===== config.mk =====
export PLATFORM = sky130hd
export DESIGN_NAME = czh_front
export DESIGN_NICKNAME = d
export VERILOG_FILES = /design/src/rtl/core/czh_pkg.sv /design/src/rtl/core/czh_front.sv
export SDC_FILE = /design/constraint.sdc
export NUM_CORES = 1
export LEC_CHECK = 0
export BUFFER_PORTS_ARGS = -buffer_cell sky130_fd_sc_hd__buf_2
export CAP_MARGIN = 20
export CORE_MARGIN = 2
export CORE_UTILIZATION = 35
export CTS_CLUSTER_DIAMETER = 80
export DETAILED_ROUTE_END_ITERATION = 10
export PLACE_DENSITY = 0.69
export SKIP_CTS_REPAIR_TIMING = 1
export SLEW_MARGIN = 0
export SYNTH_ARGS = -nofsm -noshare
export SYNTH_HDL_FRONTEND = slang
export SYNTH_SLANG_ARGS = --single-unit

===== constraint.sdc =====
create_clock -name clk -period 5.1 [get_ports clk]
set_input_delay 1.53 -clock clk [delete_from_list [all_inputs] [get_ports clk]]
set_output_delay 1.53 -clock clk [all_outputs]
set_load 0.01 [all_outputs]

===== src/rtl/core/czh_pkg.sv =====
package czh_pkg;

    localparam int KEY_WIDTH   = 64;
    localparam int NUM_KEYS    = 825;
    localparam int KIDX_W      = 10;
    localparam int PAWN_BASE   = 64;
    localparam int PIECE_BASE  = 160;
    localparam int SIDE_SLOT   = 800;
    localparam int CASTLE_BASE = 801;
    localparam int EP_BASE     = 817;
    localparam int MAX_READS   = 12;
    localparam int CNT_W       = 4;

    typedef enum logic [1:0] {
        REQ_WRITE  = 2'd0,
        REQ_SQUARE = 2'd1,
        REQ_FINISH = 2'd2,
        REQ_MOVE   = 2'd3
    } req_t;

    localparam logic [2:0] MK_QUIET  = 3'd0;
    localparam logic [2:0] MK_CASTK  = 3'd1;
    localparam logic [2:0] MK_CASTQ  = 3'd2;
    localparam logic [2:0] MK_CAPT   = 3'd3;
    localparam logic [2:0] MK_EP     = 3'd4;
    localparam logic [2:0] MK_DOUBLE = 3'd5;

    localparam logic [2:0] PT_NONE = 3'd0;
    localparam logic [2:0] PT_PAWN = 3'd1;
    localparam logic [2:0] PT_ROOK = 3'd4;
    localparam logic [2:0] PT_KING = 3'd6;

    // Destination of one table read in the back end
    typedef enum logic [1:0] {
        DST_HASH = 2'd0,
        DST_EP   = 2'd1,
        DST_CK   = 2'd2
    } rdst_t;

    // One key lookup: slot, whether it contributes, and side effects
    typedef struct packed {
        logic              en;
        logic [KIDX_W-1:0] idx;
        rdst_t             dst;
    } rd_op_t;

    // Classified work item passed from front end to back end
    typedef struct packed {
        req_t              req;
        logic [KIDX_W-1:0] widx;
        logic [KEY_WIDTH-1:0] wval;
        logic              clr;       // clear hash and saved ep key
        logic              move;      // fold out saved ep and castling keys
        logic              ep_clr;    // equals move; the back end does not read it
        rd_op_t [MAX_READS-1:0] ops;
    } work_t;

    localparam int WORK_W = $bits(work_t);

    // Piece key slot; en low means no key
    function automatic rd_op_t piece_op(input logic c, input logic [2:0] t,
                                        input logic [5:0] sq);
        rd_op_t o;
        logic [KIDX_W-1:0] base;
        o = '0;
        o.dst = DST_HASH;
        if (t == PT_PAWN) begin
            o.en  = (sq >= 6'd8) && (sq <= 6'd55);
            o.idx = KIDX_W'(PAWN_BASE) + (c ? KIDX_W'(48) : '0)
                    + KIDX_W'(sq) - KIDX_W'(8);
        end else if (t >= 3'd2 && t <= PT_KING) begin
            base  = KIDX_W'(c ? 5 : 0) + KIDX_W'(t) - KIDX_W'(2);
            o.en  = 1'b1;
            o.idx = KIDX_W'(PIECE_BASE) + {base[KIDX_W-7:0], 6'd0} + KIDX_W'(sq);
        end
        return o;
    endfunction

    function automatic rd_op_t empty_op(input logic [5:0] sq);
        rd_op_t o;
        o.en  = 1'b1;
        o.idx = KIDX_W'(sq);
        o.dst = DST_HASH;
        return o;
    endfunction

    function automatic rd_op_t slot_op(input logic en, input int slot,
                                       input rdst_t d);
        rd_op_t o;
        o.en  = en;
        o.idx = KIDX_W'(slot);
        o.dst = d;
        return o;
    endfunction

endpackage


===== src/rtl/core/czh_front.sv =====
module czh_front (
    input  logic                  clk,
    input  logic                  rst_n,
    input  logic                  chess960_mode,
    input  logic                  in_valid,
    output logic                  in_ready,
    input  logic [1:0]            req_type,
    input  logic [9:0]            key_index,
    input  logic [63:0]           key_value,
    input  logic [5:0]            square,
    input  logic [5:0]            dest_square,
    input  logic [2:0]            piece_type,
    input  logic                  piece_color,
    input  logic [2:0]            move_kind,
    input  logic [2:0]            promo_type,
    input  logic [2:0]            captured_type,
    input  logic [3:0]            castling_rights,
    input  logic [3:0]            ep_file,
    output czh_pkg::work_t        q_data,
    output logic                  q_valid,
    input  logic                  q_ready
);
    import czh_pkg::*;

    work_t w;
    work_t slot_reg [2];
    logic [1:0] cnt_reg, cnt_next;
    logic       wp_reg, wp_next, rp_reg, rp_next;
    logic       push, pop;

    logic        c, opp, wing, kside;
    logic [5:0]  vic, kto, rto, rfrom;
    logic [2:0]  mp;
    logic        promo;
    logic [KIDX_W-1:0] ck_idx, ep_idx;

    // Classify one beat into a list of key lookups
    always_comb
    begin
        c      = piece_color;
        opp    = ~piece_color;
        wing   = (move_kind == MK_CASTQ);
        kside  = ~wing;
        promo  = (promo_type != PT_NONE);
        mp     = promo ? PT_PAWN : piece_type;
        vic    = c ? dest_square + 6'd8 : dest_square - 6'd8;
        kto    = {c, c, c, 3'd0} + (kside ? 6'd6 : 6'd2);
        rto    = {c, c, c, 3'd0} + (kside ? 6'd5 : 6'd3);
        rfrom  = chess960_mode ? dest_square : ({c, c, c, 3'd0} + (kside ? 6'd7 : 6'd0));
        ck_idx = KIDX_W'(CASTLE_BASE) + KIDX_W'(castling_rights);
        ep_idx = KIDX_W'(EP_BASE) + KIDX_W'(ep_file[2:0]);

        w        = '0;
        w.req    = req_t'(req_type);
        w.widx   = key_index;
        w.wval   = key_value;
        w.clr    = (req_t'(req_type) == REQ_SQUARE) && (square == 6'd0);
        w.move   = (req_t'(req_type) == REQ_MOVE);
        w.ep_clr = w.move;

        unique case (req_t'(req_type))
            REQ_WRITE:
            begin
            end
            REQ_SQUARE:
            begin
                w.ops[0] = (piece_type == PT_NONE) ? empty_op(square)
                                                   : piece_op(c, piece_type, square);
            end
            REQ_FINISH:
            begin
                w.ops[0] = slot_op(1'b1, 0, DST_CK);
                w.ops[0].idx = ck_idx;
                w.ops[1] = slot_op(~ep_file[3], 0, DST_EP);
                w.ops[1].idx = ep_idx;
                w.ops[2] = slot_op(c, SIDE_SLOT, DST_HASH);
            end
            default:
            begin
                w.ops[0] = slot_op(1'b1, 0, DST_CK);
                w.ops[0].idx = ck_idx;
                w.ops[1] = slot_op(1'b1, SIDE_SLOT, DST_HASH);
                case (move_kind)
                    MK_EP:
                    begin
                        w.ops[2] = piece_op(c, PT_PAWN, square);
                        w.ops[3] = empty_op(square);
                        w.ops[4] = empty_op(dest_square);
                        w.ops[5] = empty_op(vic);
                        w.ops[6] = piece_op(opp, PT_PAWN, vic);
                        w.ops[7] = piece_op(c, PT_PAWN, dest_square);
                    end
                    MK_CAPT:
                    begin
                        w.ops[2] = piece_op(c, promo ? promo_type : piece_type, dest_square);
                        w.ops[3] = piece_op(c, mp, square);
                        w.ops[4] = empty_op(square);
                        w.ops[5] = piece_op(opp, captured_type, dest_square);
                    end
                    MK_CASTK, MK_CASTQ:
                    begin
                        w.ops[2]  = piece_op(c, PT_KING, square);
                        w.ops[3]  = empty_op(square);
                        w.ops[4]  = empty_op(kto);
                        w.ops[5]  = piece_op(c, PT_KING, kto);
                        w.ops[6]  = piece_op(c, PT_ROOK, rfrom);
                        w.ops[7]  = empty_op(rfrom);
                        w.ops[8]  = empty_op(rto);
                        w.ops[9]  = piece_op(c, PT_ROOK, rto);
                    end
                    default:
                    begin
                        w.ops[2] = piece_op(c, promo ? promo_type : piece_type, dest_square);
                        w.ops[3] = piece_op(c, mp, square);
                        w.ops[4] = empty_op(square);
                        w.ops[5] = empty_op(dest_square);
                        if (!promo && move_kind == MK_DOUBLE)
                        begin
                            w.ops[6] = slot_op(~ep_file[3], 0, DST_EP);
                            w.ops[6].idx = ep_idx;
                        end
                    end
                endcase
            end
        endcase
    end

    // Two-entry queue between front and back end
    assign in_ready = (cnt_reg != 2'd2);
    assign q_valid  = (cnt_reg != 2'd0);
    assign q_data   = slot_reg[rp_reg];
    assign push     = in_valid && in_ready;
    assign pop      = q_valid && q_ready;

    always_comb
    begin
        cnt_next = cnt_reg + {1'b0, push} - {1'b0, pop};
        wp_next  = wp_reg ^ push;
        rp_next  = rp_reg ^ pop;
    end

    always_ff @(posedge clk or negedge rst_n)
    begin
        if (!rst_n)
        begin
            cnt_reg <= '0;
            wp_reg  <= 1'b0;
            rp_reg  <= 1'b0;
        end
        else
        begin
            cnt_reg <= cnt_next;
            wp_reg  <= wp_next;
            rp_reg  <= rp_next;
        end
    end

    always_ff @(posedge clk)
    begin
        if (push)
        begin
            slot_reg[wp_reg] <= w;
        end
    end

endmodule


Word level (Yosys, flattened, before mapping)
Memory sizes are Yosys's and may differ from the RTL's.
Index checks and enable logic that the tools add are counted.
- register bits after elaboration: 4
- bits in latches: 0
- bits in writable memories: 418
- bits in read-only memories: 0
- logic and storage cells: 129
- memories: 1
- add/sub/neg operators: 45
- multiply operators: 0
- divide/modulo/power cells: 0
- $lt $le $gt $ge: 14
- eq/ne operators: 13
- shifts and indexed selects: 0
- multiplexer cells: 30
- bitwise logic cells: 3
- reduce and logical (&&, ||, !) cells: 20
- memory list (memory ; depth ; width ; rd ports ; clocked after memory_dff ; wr ports ; line ; RTL):
    slot_reg ; 2 ; 209 ; 1 ; 0 ; 1 ; czh_front.sv:26 ; work_t slot_reg [2];
- operator list (cell ; number):
    one-hot mux 52 bit (3 select lines) ; 1
    adder 10 x 6 -> 10 bit ; 10
    2-to-1 mux 91 bit ; 1
    2-to-1 mux 11 bit ; 8
    adder 8 x 10 -> 10 bit, first input constant ; 6
    one-hot mux 13 bit (2 select lines) ; 2
    one-hot mux 26 bit (2 select lines) ; 1
    one-hot mux 13 bit (3 select lines) ; 1
    subtractor 10 x 4 -> 10 bit, second input constant ; 3
    2-to-1 mux 13 bit ; 2
    2-to-1 mux 26 bit ; 1
    2-to-1 mux 6 bit ; 4
    subtractor 4 x 2 -> 4 bit, second input constant ; 6
    2-to-1 mux 3 bit ; 7
    adder 8 x 6 -> 9 bit ; 2
    >= comparator 6 x 4 -> 1 bit, second input constant ; 3
    less-or-equal comparator 6 bit, second input constant ; 3
    adder 3 x 3 -> 4 bit ; 4
    adder 7 x 6 -> 8 bit, first input constant ; 2
    adder 4 x 4 -> 5 bit ; 3
    equality test 3 x 1 -> 1 bit, second input constant ; 5
    >= comparator 3 x 2 -> 1 bit, second input constant ; 4
    less-or-equal comparator 3 bit, second input constant ; 4
    logical AND 1 bit ; 11
    24 further kinds ; 31

Longest topological paths before layout
- word-level depth: 10
- mapped depth: 12
- mapped depth without buffers: 12

Worst setup path before layout
No wires, ideal clock.
- path kind: input to register
- from: input port in_valid
- to: memory slot_reg[1][100] (netlist bit) (enable)
- library setup time: 0.542 ns
- arrival: 5.423 ns
- required time: 4.558 ns
- setup slack: -0.866 ns
- cell stages on the path: 3
- path buffers: 0
- cells stage by stage: nand2_1 -> inv_1 -> ha_1
- longest elaborated chain between the ends: 3
- ends and longest elaborated chain (what ; line ; RTL):
    from (decl) ; czh_front.sv:5 ; input logic in_valid,
    logical AND 1 bit ; czh_front.sv:132 ; assign push = in_valid && in_ready;
    2-to-1 mux 1 bit ; czh_front.sv:160 ; if (push)
    2-to-1 mux 1 bit (implied by the code) ; czh_front.sv:162 ; slot_reg[wp_reg] <= w;
    to (decl) ; czh_front.sv:26 ;
No other way between the ends.

==> results.yml <==
power_and_ir_drop:
  vdd_ir_drop_max_mv: 0.3041
  power_density_mw_per_mm2: 517.2
  leakagePower_nw: 7.061
synthesis:
  synthTopCellsByCount: "324 x edfxtp_1, 162 x mux2_2, 76 x buf_4"
  synth_area_per_cell_um2: 14.67
  synth.area.top_cells: "edfxtp_1 63%, mux2_2 12%, ha_1 3.7%, buf_4 3.7%, nor2_1 1.3%"
  synth_edf_count: 324
  netlist_instances: 1053
  synth_most_common_cell: "edfxtp_1"
  synth_area_leader_cell: "edfxtp_1"
  async_flop_share: 0.01220
  synth_warnings: 0
  ys_ff_latch: 328
  syn_area_mm2: 0.01545
  synth_top_flop_cell: "edfxtp_1"
  ys_seq_area_frac: 0.6363
  synth_top_area_share: 0.6298
  ys_types: 72
clocking:
  cts_buffer_depth: 3
  htreeDepth: 2
  clock_latency_ns: 0.54
  clk_pin_slew_worst_paths_ns: 0.05
  root_buffer: "clkbuf_16"
  tritoncts: "built"
  cts_buffers: 37
  cts.sinks: 328
grt:
  grt_max_degree: 102
  gr-total-overflow: 0
  grt_pass1_vias: 9532
  antenna_found_initial: 10
  grt_pass1_wl_um: 58820
  grt_util_all_layers: 0.1686
route:
  ant_nets: 0
  drt-total-wl_um: 39820
  via_count: 9560
  first_iter_violations: 815
  drtPass1Iterations: 5
  avgRoutedWirePerCell_um: 20.52
  drc: 0
  vias_per_cell: 4.928
timing:
  skew_ns: 0.02202
  worstMarginPinSlew_ns: 0.9494
  post-route-min-period_ns: 3.925
  final_hold_viol_count: 0
  fin_crit_sh: 0.7697
  slew-limit-headroom: 0.3590
  drv_slew: 0
  max_freq_ghz: 0.2547
  setup_slack_ns: 1.175
  rsz0062_at_grt: "no"
  setup_viol: 0
layout:
  n_fill_cell: 4017
  seqCellArea_mm2: 0.009833
  drive_above_1_share: 0.3999
  post-route-cell-area_mm2: 0.01839
  multi_input_area_mm2: 0.004868
  layout.cells.non_filler: 1940
  finalNetCount: 1496
  fin_util: 0.4240
  largest_register_ff_count: 324
  area_growth_pct: 19.01
run_status:
  status: "complete, no violations"
place:
  pre_cts_ws_ns: 0.9251
  portBuffers: 294
  globalplace.congestion: 0.8634
  dpl_cell_area_mm2: 0.01723
  dpl.hpwl_um: 28220
  placed_cells: 1874
setup_path:
  required_ns: 3.57
  path_class: "reg2out"
  rrSetupSlack_ns: 3.06
  r2r.worst_path.cells: 5
  timing.rr.end: "slot_reg[1][184]$_DFFE_PP_"
  path_max_fanout: 45
  rr_startpoint: "cnt_reg[1]$_DFF_PN0_"
  start_kind: "flip-flop"
  critPathCaptureType: "output port"
  arrival_ns: 2.40
die:
  core_mm2: 0.04336
  die_area_mm2: 0.04583
  dieWidth_um: 214.1
  rows: 76
  die_h_um: 214.1
  ios: 351
  initial_core_util: 0.3563
hold_path:
  min_to: "cnt_reg[1]$_DFF_PN0_"
  holdPathStages: 1
  min_path_type: "reg2reg"
  hold_start: "cnt_reg[1]$_DFF_PN0_"
flow_run:
  cap_violations: 0
-- layer usage --
metal | part of all wire | vias up | wire (um) | GRT usage
li1 | - | 4353 | - | -
met1 | 0.40 | 4679 | 15880 | 0.2041
met2 | 0.49 | 449 | 19390 | 0.2859
met3 | 0.084 | 71 | 3352 | 0.05050
met4 | 0.028 | 8 | 1134 | 0.05926
met5 | 0.0014 | - | 56 | 0
-- power by group --
part / total [W] / switching (W) / internal [W] / leakage (nW)
sequential: 0.00390 / 0.000201 / 0.00370 / 3.10
clock: 0.00252 / 0.00103 / 0.00149 / 0.556
combinational: 0.00309 / 0.00178 / 0.00131 / 3.40
total: 0.00951 / 0.00302 / 0.00649 / 7.06
-- critical path, stage by stage, from the launching register on --
cell and delay, ns:
dfrtp_4 0.90, buf_4 0.32, mux2_2 0.45, buf_2 0.17
-- placed cells by master (no fill, tap or decap), types with 13 or more instances in the layout --
| cell type | instances |
|---|---|
| edfxtp_1 | 324 |
| buf_2 | 294 |
| mux2_2 | 162 |
| conb_1 | 56 |
| nor2_1 | 52 |
| ha_1 | 44 |
| inv_1 | 43 |
| clkbuf_16 | 39 |
| nand2_1 | 38 |
| a21oi_1 | 38 |
| o21ai_0 | 24 |
| xnor2_1 | 20 |
| a22oi_1 | 17 |
| nand3_1 | 13 |
-- cells by family (layout without fill, tap and decap cells) --
| family | after synthesis | count (layout) | share of synthesized area |
|---|---|---|---|
| compound gates | 146 | 146 | 0.06390 |
| simple gates | 157 | 157 | 0.04981 |
| xor+xnor | 33 | 33 | 0.01920 |
| fa+ha+maj | 55 | 55 | 0.04827 |
| mux | 163 | 163 | 0.1187 |
| other cells | 1 | 58 | 0.0002427 |
| flops | 328 | 328 | 0.6363 |
| buf+inv | 170 | 415 | 0.06358 |
-- worst max path at each step --
stage	to	depth (start not counted)	startpoint	slack, ns
floorplan	slot_reg[1][100]$_DFFE_PP_	3	in_valid	-0.87
finish	q_data[126]	3	rp_reg$_DFF_PN0_	1.17
detailed placement	slot_reg[0][85]$_DFFE_PP_	10	dest_square[3]	0.93
CTS	q_data[126]	3	rp_reg$_DFF_PN0_	1.08
global route	q_data[126]	3	rp_reg$_DFF_PN0_	1.05
global placement	slot_reg[0][86]$_DFFE_PP_	12	dest_square[3]	0.98
-- through the flow --
stage                     TNS, ns  hold slack, ns  total power [W]
after floorplan           -280.52          0.4597         0.005954
after global placement          0          0.4782         0.007071
after detailed placement        0          0.4916         0.007116
after CTS                       0          0.5064         0.009683
after global routing            0          0.5352         0.009990
final                           0          0.5009         0.009509
-- layout make-up --
class / count / area share
Antenna cell: 2 / 0.0002722
Clock buffer: 43 / 0.05390
Clock inverter: 21 / 0.008643
Inverter: 44 / 0.008983
Multi-Input combinational cell: 610 / 0.2648
Sequential cell: 328 / 0.5348
Tap cell: 585 / 0.03981
Timing Repair Buffer: 307 / 0.08874
(Power assumes the default switching activity.)
